File: src/sv/ibs_pkg.sv
// ----------------------------------------------------------------------------
// ibs_pkg: shared types and codes of the indexed byte stack
// Request kinds, status codes, sequencer states and field widths.
// ----------------------------------------------------------------------------
package ibs_pkg;

  localparam int BYTE_W   = 8;
  localparam int KIND_W   = 3;
  localparam int POS_W    = 6;
  localparam int FILL_W   = 7;
  localparam int STATUS_W = 3;

  // Request kinds
  localparam logic [KIND_W-1:0] REQ_PUSH   = 3'd0;
  localparam logic [KIND_W-1:0] REQ_POP    = 3'd1;
  localparam logic [KIND_W-1:0] REQ_READ   = 3'd2;
  localparam logic [KIND_W-1:0] REQ_FIND   = 3'd3;
  localparam logic [KIND_W-1:0] REQ_REMOVE = 3'd4;
  localparam logic [KIND_W-1:0] REQ_WRITE  = 3'd5;
  localparam logic [KIND_W-1:0] REQ_CLEAR  = 3'd6;

  // Status codes
  localparam logic [STATUS_W-1:0] STS_OK        = 3'd0;
  localparam logic [STATUS_W-1:0] STS_EMPTY     = 3'd1;
  localparam logic [STATUS_W-1:0] STS_FULL      = 3'd2;
  localparam logic [STATUS_W-1:0] STS_BAD_INDEX = 3'd3;
  localparam logic [STATUS_W-1:0] STS_NOT_FOUND = 3'd4;

  // Sequencer states
  typedef enum logic [2:0] {
    ST_IDLE,
    ST_EXEC,
    ST_RDATA,
    ST_FIND,
    ST_SHIFT,
    ST_RESP
  } state_t;

endpackage

File: src/sv/ibs_ram.sv
// ----------------------------------------------------------------------------
// ibs_ram: generic single-write, single-read RAM
// One write port and one read port with registered read data.
// ----------------------------------------------------------------------------
module ibs_ram #(
  parameter int WIDTH = 8,
  parameter int DEPTH = 64
) (
  input  logic                     clk,
  input  logic                     we,
  input  logic [$clog2(DEPTH)-1:0] waddr,
  input  logic [WIDTH-1:0]         wdata,
  input  logic [$clog2(DEPTH)-1:0] raddr,
  output logic [WIDTH-1:0]         rdata
);

  logic [WIDTH-1:0] mem [DEPTH];
  logic [WIDTH-1:0] rdata_r;

  always_ff @(posedge clk) begin
    if (we) begin
      mem[waddr] <= wdata;
    end
    rdata_r <= mem[raddr];
  end

  assign rdata = rdata_r;

endmodule

File: src/sv/indexed_byte_stack.sv
// Sequence: push, write, clear and every refused request go from exec straight to response;
//   pop and read pass through the read-data state; find walks down from the top until a hit
//   or the bottom; remove closes the gap in the shift state, one element moved per cycle.
// Flow: one request at a time, taken again once the sequencer is back in idle; find and
//   remove walk the single RAM read port one entry per cycle.
// Reset (synchronous, rst_n low): count to zero, sequencer to idle, output empty; store kept.
// ----------------------------------------------------------------------------
// indexed_byte_stack: byte stack with indexed access
// Push, pop, read, find, remove with gap closing, overwrite and clear over a
// RAM-backed store, driven by a small sequencer with scan and shift index counters.
// ----------------------------------------------------------------------------
module indexed_byte_stack #(
  parameter int STACK_DEPTH = 64
) (
  input  logic        clk,
  input  logic        rst_n,
  // request channel
  input  logic        in_tvalid,
  output logic        in_tready,
  input  logic [15:0] in_tdata,   // [5:0] position, [13:6] byte_in, [15:14] zero
  input  logic [2:0]  in_tuser,   // [2:0] req_type
  // result channel
  output logic        out_tvalid,
  input  logic        out_tready,
  output logic [23:0] out_tdata,  // [7:0] byte_out, [13:8] found_position,
                                  // [20:14] fill_count, [23:21] zero
  output logic [2:0]  out_tuser   // [2:0] status
);

  // address width of the store, count width (holds STACK_DEPTH itself), and a
  // common compare width wide enough for the count and the fixed output fields
  localparam int AW = $clog2(STACK_DEPTH);
  localparam int CW = $clog2(STACK_DEPTH + 1);
  localparam int XW = (CW > ibs_pkg::FILL_W) ? CW : ibs_pkg::FILL_W;

  // --------------------------------------------------------------------------
  // Registers
  // --------------------------------------------------------------------------
  ibs_pkg::state_t state_r, state_nxt;

  logic [ibs_pkg::KIND_W-1:0]   kind_r,  kind_nxt;
  logic [ibs_pkg::POS_W-1:0]    pos_r,   pos_nxt;
  logic [ibs_pkg::BYTE_W-1:0]   val_r,   val_nxt;
  logic [CW-1:0]                count_r, count_nxt;

  // scan state for find: next address to read, address whose data is arriving
  logic [AW-1:0]                scan_r,      scan_nxt;
  logic [AW-1:0]                cmp_idx_r,   cmp_idx_nxt;
  logic                         cmp_valid_r, cmp_valid_nxt;

  // shift state for remove: next source to read, pending write slot
  logic [CW-1:0]                src_r,         src_nxt;
  logic [AW-1:0]                wr_addr_r,     wr_addr_nxt;
  logic                         shift_valid_r, shift_valid_nxt;

  // result being built
  logic [ibs_pkg::BYTE_W-1:0]   res_byte_r,   res_byte_nxt;
  logic [ibs_pkg::POS_W-1:0]    res_found_r,  res_found_nxt;
  logic [ibs_pkg::STATUS_W-1:0] res_status_r, res_status_nxt;

  // output register
  logic                         out_valid_r,  out_valid_nxt;
  logic [ibs_pkg::BYTE_W-1:0]   out_byte_r,   out_byte_nxt;
  logic [ibs_pkg::POS_W-1:0]    out_found_r,  out_found_nxt;
  logic [ibs_pkg::FILL_W-1:0]   out_fill_r,   out_fill_nxt;
  logic [ibs_pkg::STATUS_W-1:0] out_status_r, out_status_nxt;

  // --------------------------------------------------------------------------
  // Store
  // --------------------------------------------------------------------------
  logic                       ram_we;
  logic [AW-1:0]              ram_waddr;
  logic [ibs_pkg::BYTE_W-1:0] ram_wdata;
  logic [AW-1:0]              ram_raddr;
  logic [ibs_pkg::BYTE_W-1:0] ram_rdata;

  ibs_ram #(
    .WIDTH (ibs_pkg::BYTE_W),
    .DEPTH (STACK_DEPTH)
  ) u_store (
    .clk   (clk),
    .we    (ram_we),
    .waddr (ram_waddr),
    .wdata (ram_wdata),
    .raddr (ram_raddr),
    .rdata (ram_rdata)
  );

  // --------------------------------------------------------------------------
  // Shared decisions
  // --------------------------------------------------------------------------
  logic          accept;
  logic          is_full;
  logic          is_empty;
  logic          bad_index;
  logic [XW-1:0] pos_x;
  logic [XW-1:0] count_x;
  logic [XW-1:0] cmp_idx_x;
  logic          find_hit;
  logic          find_miss;
  logic          shift_more;
  logic          out_free;

  assign accept     = in_tvalid && in_tready;
  assign pos_x      = XW'(pos_r);
  assign count_x    = XW'(count_r);
  assign cmp_idx_x  = XW'(cmp_idx_r);
  assign is_full    = (count_x == XW'(STACK_DEPTH));
  assign is_empty   = (count_r == '0);
  assign bad_index  = (pos_x >= count_x);
  // data from the previous scan read is on ram_rdata this cycle
  assign find_hit   = cmp_valid_r && (ram_rdata == val_r);
  assign find_miss  = cmp_valid_r && (ram_rdata != val_r) && (cmp_idx_r == '0);
  assign shift_more = (src_r < count_r);
  assign out_free   = !out_valid_r || out_tready;

  // --------------------------------------------------------------------------
  // Next state
  // --------------------------------------------------------------------------
  always_comb begin
    state_nxt = state_r;
    case (state_r)
      ibs_pkg::ST_IDLE: begin
        if (accept) begin
          state_nxt = ibs_pkg::ST_EXEC;
        end
      end
      ibs_pkg::ST_EXEC: begin
        state_nxt = ibs_pkg::ST_RESP;
        case (kind_r)
          ibs_pkg::REQ_POP: begin
            if (!is_empty) state_nxt = ibs_pkg::ST_RDATA;
          end
          ibs_pkg::REQ_READ: begin
            if (!bad_index) state_nxt = ibs_pkg::ST_RDATA;
          end
          ibs_pkg::REQ_FIND: begin
            if (!is_empty) state_nxt = ibs_pkg::ST_FIND;
          end
          ibs_pkg::REQ_REMOVE: begin
            if (!bad_index) state_nxt = ibs_pkg::ST_SHIFT;
          end
          default: begin
            state_nxt = ibs_pkg::ST_RESP;
          end
        endcase
      end
      ibs_pkg::ST_RDATA: begin
        state_nxt = ibs_pkg::ST_RESP;
      end
      ibs_pkg::ST_FIND: begin
        if (find_hit || find_miss) begin
          state_nxt = ibs_pkg::ST_RESP;
        end
      end
      ibs_pkg::ST_SHIFT: begin
        if (!shift_more) begin
          state_nxt = ibs_pkg::ST_RESP;
        end
      end
      ibs_pkg::ST_RESP: begin
        if (out_free) begin
          state_nxt = ibs_pkg::ST_IDLE;
        end
      end
      default: begin
        state_nxt = ibs_pkg::ST_IDLE;
      end
    endcase
  end

  // --------------------------------------------------------------------------
  // Outputs and datapath
  // --------------------------------------------------------------------------
  always_comb begin
    in_tready       = (state_r == ibs_pkg::ST_IDLE);

    kind_nxt        = kind_r;
    pos_nxt         = pos_r;
    val_nxt         = val_r;
    count_nxt       = count_r;
    scan_nxt        = scan_r;
    cmp_idx_nxt     = cmp_idx_r;
    cmp_valid_nxt   = cmp_valid_r;
    src_nxt         = src_r;
    wr_addr_nxt     = wr_addr_r;
    shift_valid_nxt = shift_valid_r;
    res_byte_nxt    = res_byte_r;
    res_found_nxt   = res_found_r;
    res_status_nxt  = res_status_r;

    out_byte_nxt    = out_byte_r;
    out_found_nxt   = out_found_r;
    out_fill_nxt    = out_fill_r;
    out_status_nxt  = out_status_r;
    out_valid_nxt   = out_tready ? 1'b0 : out_valid_r;

    ram_we          = 1'b0;
    ram_waddr       = '0;
    ram_wdata       = val_r;
    ram_raddr       = '0;

    case (state_r)
      ibs_pkg::ST_IDLE: begin
        // capture the request
        if (accept) begin
          kind_nxt = in_tuser;
          pos_nxt  = in_tdata[5:0];
          val_nxt  = in_tdata[13:6];
        end
      end

      ibs_pkg::ST_EXEC: begin
        res_byte_nxt   = '0;
        res_found_nxt  = '0;
        res_status_nxt = ibs_pkg::STS_OK;
        case (kind_r)
          ibs_pkg::REQ_PUSH: begin
            if (is_full) begin
              res_status_nxt = ibs_pkg::STS_FULL;
            end else begin
              ram_we    = 1'b1;
              ram_waddr = count_r[AW-1:0];
              count_nxt = count_r + CW'(1);
            end
          end
          ibs_pkg::REQ_POP: begin
            if (is_empty) begin
              res_status_nxt = ibs_pkg::STS_EMPTY;
            end else begin
              count_nxt = count_r - CW'(1);
              ram_raddr = count_nxt[AW-1:0];
            end
          end
          ibs_pkg::REQ_READ: begin
            if (bad_index) begin
              res_status_nxt = ibs_pkg::STS_BAD_INDEX;
            end else begin
              ram_raddr = pos_x[AW-1:0];
            end
          end
          ibs_pkg::REQ_FIND: begin
            // walk down from the top; empty stack reports not found
            if (is_empty) begin
              res_status_nxt = ibs_pkg::STS_NOT_FOUND;
            end else begin
              scan_nxt      = AW'(count_r - CW'(1));
              cmp_valid_nxt = 1'b0;
            end
          end
          ibs_pkg::REQ_REMOVE: begin
            if (bad_index) begin
              res_status_nxt = ibs_pkg::STS_BAD_INDEX;
            end else begin
              src_nxt         = CW'(pos_x + XW'(1));
              shift_valid_nxt = 1'b0;
            end
          end
          ibs_pkg::REQ_WRITE: begin
            if (bad_index) begin
              res_status_nxt = ibs_pkg::STS_BAD_INDEX;
            end else begin
              ram_we    = 1'b1;
              ram_waddr = pos_x[AW-1:0];
            end
          end
          ibs_pkg::REQ_CLEAR: begin
            count_nxt = '0;
          end
          default: begin
            // unused kind: answer ok, change nothing
            res_status_nxt = ibs_pkg::STS_OK;
          end
        endcase
      end

      ibs_pkg::ST_RDATA: begin
        res_byte_nxt = ram_rdata;
      end

      ibs_pkg::ST_FIND: begin
        // issue one read a cycle, compare the one that came back
        ram_raddr     = scan_r;
        scan_nxt      = scan_r - AW'(1);
        cmp_idx_nxt   = scan_r;
        cmp_valid_nxt = 1'b1;
        if (find_hit) begin
          res_found_nxt = cmp_idx_x[ibs_pkg::POS_W-1:0];
        end else if (find_miss) begin
          res_status_nxt = ibs_pkg::STS_NOT_FOUND;
        end
      end

      ibs_pkg::ST_SHIFT: begin
        // drop the element read last cycle one slot lower
        ram_we    = shift_valid_r;
        ram_waddr = wr_addr_r;
        ram_wdata = ram_rdata;
        if (shift_more) begin
          ram_raddr       = src_r[AW-1:0];
          wr_addr_nxt     = AW'(src_r - CW'(1));
          shift_valid_nxt = 1'b1;
          src_nxt         = src_r + CW'(1);
        end else begin
          shift_valid_nxt = 1'b0;
          count_nxt       = count_r - CW'(1);
        end
      end

      ibs_pkg::ST_RESP: begin
        // hold the result until the output register frees up
        if (out_free) begin
          out_valid_nxt  = 1'b1;
          out_byte_nxt   = res_byte_r;
          out_found_nxt  = res_found_r;
          out_fill_nxt   = count_x[ibs_pkg::FILL_W-1:0];
          out_status_nxt = res_status_r;
        end
      end

      default: begin
        out_valid_nxt = out_valid_r;
      end
    endcase
  end

  // --------------------------------------------------------------------------
  // Sequential
  // --------------------------------------------------------------------------
  always_ff @(posedge clk) begin
    if (!rst_n) begin
      state_r       <= ibs_pkg::ST_IDLE;
      count_r       <= '0;
      cmp_valid_r   <= 1'b0;
      shift_valid_r <= 1'b0;
      out_valid_r   <= 1'b0;
    end else begin
      state_r       <= state_nxt;
      count_r       <= count_nxt;
      cmp_valid_r   <= cmp_valid_nxt;
      shift_valid_r <= shift_valid_nxt;
      out_valid_r   <= out_valid_nxt;
    end
  end

  always_ff @(posedge clk) begin
    kind_r       <= kind_nxt;
    pos_r        <= pos_nxt;
    val_r        <= val_nxt;
    scan_r       <= scan_nxt;
    cmp_idx_r    <= cmp_idx_nxt;
    src_r        <= src_nxt;
    wr_addr_r    <= wr_addr_nxt;
    res_byte_r   <= res_byte_nxt;
    res_found_r  <= res_found_nxt;
    res_status_r <= res_status_nxt;
    out_byte_r   <= out_byte_nxt;
    out_found_r  <= out_found_nxt;
    out_fill_r   <= out_fill_nxt;
    out_status_r <= out_status_nxt;
  end

  assign out_tvalid = out_valid_r;
  assign out_tdata  = {3'b000, out_fill_r, out_found_r, out_byte_r};
  assign out_tuser  = out_status_r;

  // --------------------------------------------------------------------------
  // Assertions
  // --------------------------------------------------------------------------
  a_count_bound: assert property (@(posedge clk) disable iff (!rst_n)
    count_x <= XW'(STACK_DEPTH))
    else $error("element count above stack depth");

  a_push_grows: assert property (@(posedge clk) disable iff (!rst_n)
    (state_r == ibs_pkg::ST_EXEC && kind_r == ibs_pkg::REQ_PUSH && !is_full)
      |=> (count_r == $past(count_r) + CW'(1)))
    else $error("accepted push did not grow the count");

  a_write_states: assert property (@(posedge clk) disable iff (!rst_n)
    ram_we |-> (state_r == ibs_pkg::ST_EXEC || state_r == ibs_pkg::ST_SHIFT))
    else $error("store written outside exec or shift");

  a_result_from_resp: assert property (@(posedge clk) disable iff (!rst_n)
    $rose(out_valid_r) |-> ($past(state_r) == ibs_pkg::ST_RESP))
    else $error("result raised without passing through response state");

  a_ready_idle_only: assert property (@(posedge clk) disable iff (!rst_n)
    (state_r == ibs_pkg::ST_FIND || state_r == ibs_pkg::ST_SHIFT) |-> !in_tready)
    else $error("request taken while a walk is in progress");

endmodule
File: config.mk
export PLATFORM = sky130hd
export DESIGN_NAME = indexed_byte_stack
export DESIGN_NICKNAME = d
export VERILOG_FILES = /design/src/sv/ibs_pkg.sv /design/src/sv/ibs_ram.sv /design/src/sv/indexed_byte_stack.sv
export SDC_FILE = /design/constraint.sdc
export NUM_CORES = 1
export LEC_CHECK = 0
export BUFFER_PORTS_ARGS = -buffer_cell sky130_fd_sc_hd__buf_2
export CAP_MARGIN = 5
export CORE_ASPECT_RATIO = 1.75
export CORE_MARGIN = 4
export CORE_UTILIZATION = 30
export DETAILED_ROUTE_END_ITERATION = 10
export GPL_TIMING_DRIVEN = 0
export PLACE_DENSITY = 0.54
export RECOVER_POWER = 50
export SLEW_MARGIN = 25
export SYNTH_ARGS = -nofsm -noshare
export SYNTH_HDL_FRONTEND = slang
export SYNTH_SLANG_ARGS = --single-unit
File: constraint.sdc
create_clock -name clk -period 4.61 [get_ports clk]
set_input_delay 0.461 -clock clk [delete_from_list [all_inputs] [get_ports clk]]
set_output_delay 0.461 -clock clk [all_outputs]
set_load 0.02 [all_outputs]
### Yosys cells after proc, flatten, opt, wreduce, memory -nomap -nowiden

Memories as Yosys holds them, arrays and structs flattened. A register that Yosys moved wholly into a read port is not among the register bits.
Index checks and enable logic that the tools add are counted.

| storage, ports and cells | value |
|---|---|
| register bits after elaboration | 96 |
| RAM bits | 512 |
| word-level logic and storage cells | 142 |
| memories | 1 |

| operators by class | value |
|---|---|
| add/subtract/negate cells | 6 |
| $lt $le $gt $ge | 2 |
| equal/unequal tests | 29 |
| muxes and demuxes | 58 |
| reduce and logical (&&, ||, !) cells | 27 |

Memories:

| name | words | width | rd ports | clocked after Yosys merged registers in | wr ports | line | source |
|---|---|---|---|---|---|---|---|
| u_store.mem | 64 | 8 | 1 | 1 | 1 | ibs_ram.sv:17 | `logic [WIDTH-1:0] mem [DEPTH];` |

Operators with widths:

| cell | count |
|---|---|
| $pmux W6 S2 | 5 |
| $mux W6 | 7 |
| $mux W7 | 6 |
| $mux W3 | 10 |
| $pmux W7 S2 | 2 |
| $pmux W3 S4 | 2 |
| $pmux W7 S3 | 1 |
| $ne A2 B2 Y1 const B | 9 |
| $pmux W3 S6 | 1 |
| $pmux W6 S3 | 1 |
| $pmux W8 S2 | 1 |
| $eq A3 B3 Y1 const B | 5 |
| $add A7 B1 Y7 const B | 2 |
| $mux W1 | 13 |
| $eq A3 B2 Y1 const B | 4 |
| $sub A6 B1 Y6 const B | 2 |
| $pmux W1 S2 | 5 |
| $reduce_and A3 Y1 | 3 |
| $eq A8 B8 Y1 | 1 |
| $mux W8 | 1 |
| $ne A8 B8 Y1 | 1 |
| $reduce_and A2 Y1 | 4 |
| $reduce_and A4 Y1 | 2 |
| $reduce_bool A2 Y1 | 4 |
| other kinds (20) | 30 |

### Longest topological paths before layout

| logic depth | value |
|---|---|
| word-level depth | 6 |
| gate-level depth with buffers | 16 |

### Cells and area by module

Synthesis repeated with hierarchy kept, for this count alone.

| unflattened totals | value |
|---|---|
| cells, all modules | 1393 |
| area total of the unflattened synthesis | 25115.3 um2 |

Modules (own cells, without submodules):

| module | times used | cells each | area each (um2) |
|---|---|---|---|
| ibs_ram | 1 | 940 | 20165.6 |
| indexed_byte_stack | 1 | 453 | 4949.7 |

### Worst setup path after synthesis

No wires, ideal clock.

| timing | value |
|---|---|
| path kind | register -> register |
| start point | reg count_r[2] |
| end point | reg u_store.rdata_r[3] (netlist: u_store.rdata[3]), read port of u_store.mem |
| library setup time | 0.120 ns |
| data arrival time | 3.322 ns |
| path slack | 1.169 ns |
| stages on the path, launching flop included | 15 |
| cell sequence | dfxtp_1 > clkbuf_1 > inv_1 > ha_1 > nand2_1 > o21ai_0 > a31oi_2 > a221oi_2 > buf_2 > buf_2 > clkbuf_1 > nand3_1 > a311oi_1 > o21ai_1 > a211o_1 |

| between the ends | value |
|---|---|
| longest elaborated chain between the ends | 4 |
| elaborated cells on any way between the ends | 9 |
| those cells by class | 1 x add/sub; 2 x order compare; 5 x mux; 1 x reduce/logical |

RTL lines:

| item | line | source |
|---|---|---|
| from (decl) | indexed_byte_stack.sv:44 | `logic [CW-1:0] count_r, count_nxt;` |
| from (signal assigned) | indexed_byte_stack.sv:339 | `count_r <= count_nxt;` |
| $sub A7 B1 Y7, or another cell as far along | indexed_byte_stack.sv:231 | `count_nxt = count_r - CW'(1);` |
| $mux W6 (on tied branches) | indexed_byte_stack.sv:228, indexed_byte_stack.sv:236 |  |
| $pmux W6 S2 | indexed_byte_stack.sv:217 | `case (kind_r)` |
| $pmux W6 S3 (*) | indexed_byte_stack.sv:203 | `case (state_r)` |
| to (decl) | ibs_ram.sv:18 | `logic [WIDTH-1:0] rdata_r;` |

Mark *: on every way between the ends. The rest lies on a longest branch, timed or not.
A chain may end at the register's enable or synchronous reset.

### Worst setup path after layout

| timing | value |
|---|---|
| start point | reg pos_r[4] (netlist name) |
| end point | reg u_store.rdata_r[7] (netlist: u_store.rdata[7]), read port of u_store.mem |

| between the ends | value |
|---|---|
| longest elaborated chain between the ends | 4 |

RTL lines:

| item | line | source |
|---|---|---|
| from (decl) | indexed_byte_stack.sv:42 | `logic [ibs_pkg::POS_W-1:0] pos_r, pos_nxt;` |
| from (signal assigned) | indexed_byte_stack.sv:348 | `pos_r <= pos_nxt;` |
| $ge A6 B7 Y1 | indexed_byte_stack.sv:110 | `assign bad_index = (pos_x >= count_x);` |
| $mux W6 (*) | indexed_byte_stack.sv:236 | `if (bad_index) begin` |
| $pmux W6 S2 (*) | indexed_byte_stack.sv:217 |  |
| $pmux W6 S3 (*) | indexed_byte_stack.sv:203 |  |

Marks and branches as above.

==> reports/metrics.csv <==
stage;metric;value;unit
critical_path;criticalPathCategory;flip-flop to flip-flop;
outcome;status;finished, violations left;
clock_network;h-tree-depth;2;
outcome;violations;setup timing;
critical_path;end_kind;flip-flop;
clock_network;clockBufferDepth;3;
synth;synth_area;25800;µm²
finish;drive_gt1_share;12.5;%
critical_path;worst_r2r_startpoint;pos_r[4];
floorplanning;io_pins;52;
finish;layout.cells.most_common_list;edfxtp_1, nand2_1, nor2_1;
timing;finalHoldViolCount;0;
finish;final_common_cell;edfxtp_1;
synth;synth-edff-count;595;
timing;setup_violations;2;
placement;place_hpwl;65100;µm
min_path;hold_start;in_tdata[1];
critical_path;regToRegSetupSlack;-0.05;ns
clock_network;clkSinkCount;616;
critical_path;r2r_cells;13;
clock_network;clkTransAtPathRegs;0.06;ns
synth;ys.flop_type;edfxtp_1;
power_and_ir_drop;peakVddDrop;0.293;mV
min_path;min_to;pos_r[1];
drt;wire_per_inst;27.0;µm
power_and_ir_drop;leakage;10.1;nW
synth;syn_inst;2027;
synth;yosysSeqAreaShare;70.9;%
timing;relSlewSlack;26.7;%
global_route;grt_max_degree;65;
placement;gp_congestion;1.00;
floorplanning;die_y;396;µm
floorplanning;die_area;90900;µm²
critical_path;worstPathCellList;ha_1 -> a211oi_1 -> nor3_2 -> a211oi_4 -> buf_4 -> buf_4 -> a221oi_4 -> buf_2 -> clkbuf_2 -> clkbuf_2 -> a311oi_2 -> o21ai_1 -> and4_1;
timing;fin_skew;0.0343;ns
timing;finalSetupTns;-0.0554;ns
timing;timing.fmax;0.215;GHz
drt;postRouteWirelength;90600;µm
finish;multiInputGateArea;7050;µm²
critical_path;cp.required;5.17;ns
finish;final-seq-area;18300;µm²
synth;yosysWarnings;0;
min_path;min_path_type;primary input to flip-flop;
timing;finalCritPeriodShare;101;%
global_route;grt_pass1_vias;17900;
timing;rsz0062_at_grt;yes;
critical_path;r2r-end;u_store.rdata[7];
floorplanning;initial_core_util;30.2;%
finish;final_nets;2202;
clock_network;cts_tree;built;
drt;vias;17800;
global_route;grt_pass1_wl;128000;µm
timing;setup_ws;-0.0454;ns
synth;synthArstFlopShare;0;%
global_route;antenna_found_initial;4;
clock_network;root_buffer;clkbuf_16;
critical_path;cp_slowest_cell;o21ai_1;
timing;finalMaxSlewViolations;0;
placement;numPortBuffers;46;
drt;vias_per_cell;5.30;
critical_path;cp.arrival;5.22;ns
power_and_ir_drop;power.density;606;nW/µm²
drt;drc;0;
drt;dr.pass1.iters;5;
synth;synth-seq-cells;616;
clock_network;cts-buffers-inserted;55;
global_route;overflow;0;
floorplanning;fp-row-count;142;
finish;syn2layout_area_growth;16.6;%
floorplanning;core_area;85500;µm²
clock_network;clk_latency;0.64;ns
timing;post-route-min-period;4.66;ns
finish;utilization;35.2;%
global_route;grt_usage;19.4;%
critical_path;cp_max_fo;10;
job;maxCapViolations;0;
drt;ant_nets;0;
floorplanning;dieWidth;230;µm
timing;worstMarginPinSlew;1.10;ns
critical_path;cp-start-kind;flip-flop;
drt;drt_iter0_drc;1631;
synth;synth_area_per_cell;12.7;µm²
finish;fillers;8238;
min_path;min_path_cells;1;
critical_path;crit_path_max_incr_delay;0.57;ns
synth;synth_cell_types;70;
==> flip-flops by register name, summed over array words and instances (netlist names), 3 cells and up <==
signal,flops
pos_r,6
res_status_r,3
src_r,7
u_store.rdata,8
out_fill_r,7
scan_r,6
count_r,7
out_tuser,3
val_r,8
res_found_r,6
res_byte_r,8
cmp_idx_r,6
out_found_r,6
kind_r,3
out_byte_r,8
state_r,3
wr_addr_r,6
u_store.mem,512
==> cells by family (layout without fill, tap and decap cells) <==
kind of cell             Yosys count  in the layout  share of synthesized area, %
buffers and inverters            141            318                          2.83
flip-flops                       616            616                          70.9
AO/OA/AOI/OAI                    279            279                          7.78
AND/OR/NAND/NOR                  919            919                          15.5
XOR/XNOR                          26             26                         0.883
multiplexers                      28             28                          1.23
adder cells (fa/ha/maj)           17             17                         0.824
other                              1              5                        0.0145
==> stage by stage <==
| stage | setup slack [ns] | power, mW | instances | cell area (µm²) | hold slack, ns |
|---|---|---|---|---|---|
| after global placement | -1.73 | 13.0 | 3227 | 27500 | 0.403 |
| after global routing | -0.0831 | 18.8 | 3358 | 30100 | 0.00594 |
| after detailed placement | -1.66 | 13.2 | 3234 | 27700 | 0.409 |
| after floorplan | 1.17 | 10.5 | 2029 | 25800 | 0.400 |
| final | -0.0454 | 18.2 | 3360 | 30100 | 0.0231 |
| after CTS | 0.0189 | 18.1 | 3354 | 30000 | 0.00137 |
==> layer usage <==
layer / up-vias / global-route usage, % / wire length (µm)
met1: 8873 / 19.1 / 29200
li1: 7762 / - / -
met5: - / 0 / 13
met2: 844 / 35.3 / 47100
met4: 2 / 16.2 / 8940
met3: 312 / 2.85 / 5320
==> repair_timing <==
action	CTS	global route
resized for setup	73	38
pin swaps	5	6
hold buffers	13	0
buffers inserted	8	5
cloned	0	0
endpoints found under the hold margin	13	0
setup endpoints to repair	8	408
==> how the worst max path moves through the flow <==
| stage | from | to | slack, ns | depth (start not counted) |
|---|---|---|---|---|
| after floorplan | count_r[2] | u_store.rdata[3] | 1.17 | 14 |
| after global placement | count_r[0] | u_store.rdata[6] | -1.73 | 12 |
| after detailed placement | count_r[0] | u_store.rdata[6] | -1.66 | 12 |
| after CTS | count_r[4] | u_store.rdata[6] | 0.02 | 15 |
| after global routing | pos_r[4] | u_store.mem[62][5] | -0.08 | 9 |
| final | pos_r[4] | u_store.rdata[7] | -0.05 | 13 |
==> synthesized netlist by cell type, types with 6 or more instances <==
library cell    n  area share [%]
ha_1           17            0.82
a22oi_1        27            0.79
a31oi_1        50             1.2
mux2i_1        25            0.97
a311oi_1       54             1.8
nand2_1       529             7.7
and3_1         65             1.6
nor2_1        123             1.8
dfxtp_1        21             1.6
and4_1          6            0.20
buf_2          38            0.74
inv_1          20            0.29
o22ai_1        11            0.27
buf_4          19            0.55
nand3_1       105             2.0
and2_1         22            0.53
nor3_1         17            0.33
nand4_1        15            0.36
a21oi_1        47            0.91
xor2_1         15            0.51
nor2b_1        10            0.24
clkbuf_1       48            0.70
xnor2_1        11            0.37
a211oi_1       11            0.32
buf_6          11            0.48
edfxtp_1      595              69
o21ai_0        29            0.56
==> final cells by class <==
class,count,share of cell area [%]
clock buffer,63,4.75
multi-input combinational,1272,23.4
tap,1152,4.79
buffer,118,2.49
antenna,2,0.0166
timing repair buffer,79,1.96
sequential,616,60.8
clock inverter,38,1.46
inverter,20,0.250
==> report_power, final <==
part           switching, mW  internal [mW]  leakage, nW  total [mW]
registers              0.222           7.20         5.55        7.42
logic                   4.37           1.58         3.61        5.95
clock network           2.11           2.73        0.902        4.84
total                   6.71           11.5         10.1        18.2
==> critical path, delay by kind of cell, from the launching register on <==
kind / cells / cell delay [ns]
flip-flops: 1 / 0.56
AO/OA/AOI/OAI: 5 / 1.32
adder cells (fa/ha/maj): 1 / 0.38
buffers and inverters: 5 / 1.63
AND/OR/NAND/NOR: 2 / 0.67
No activity file was read; power rests on OpenSTA's default activity.
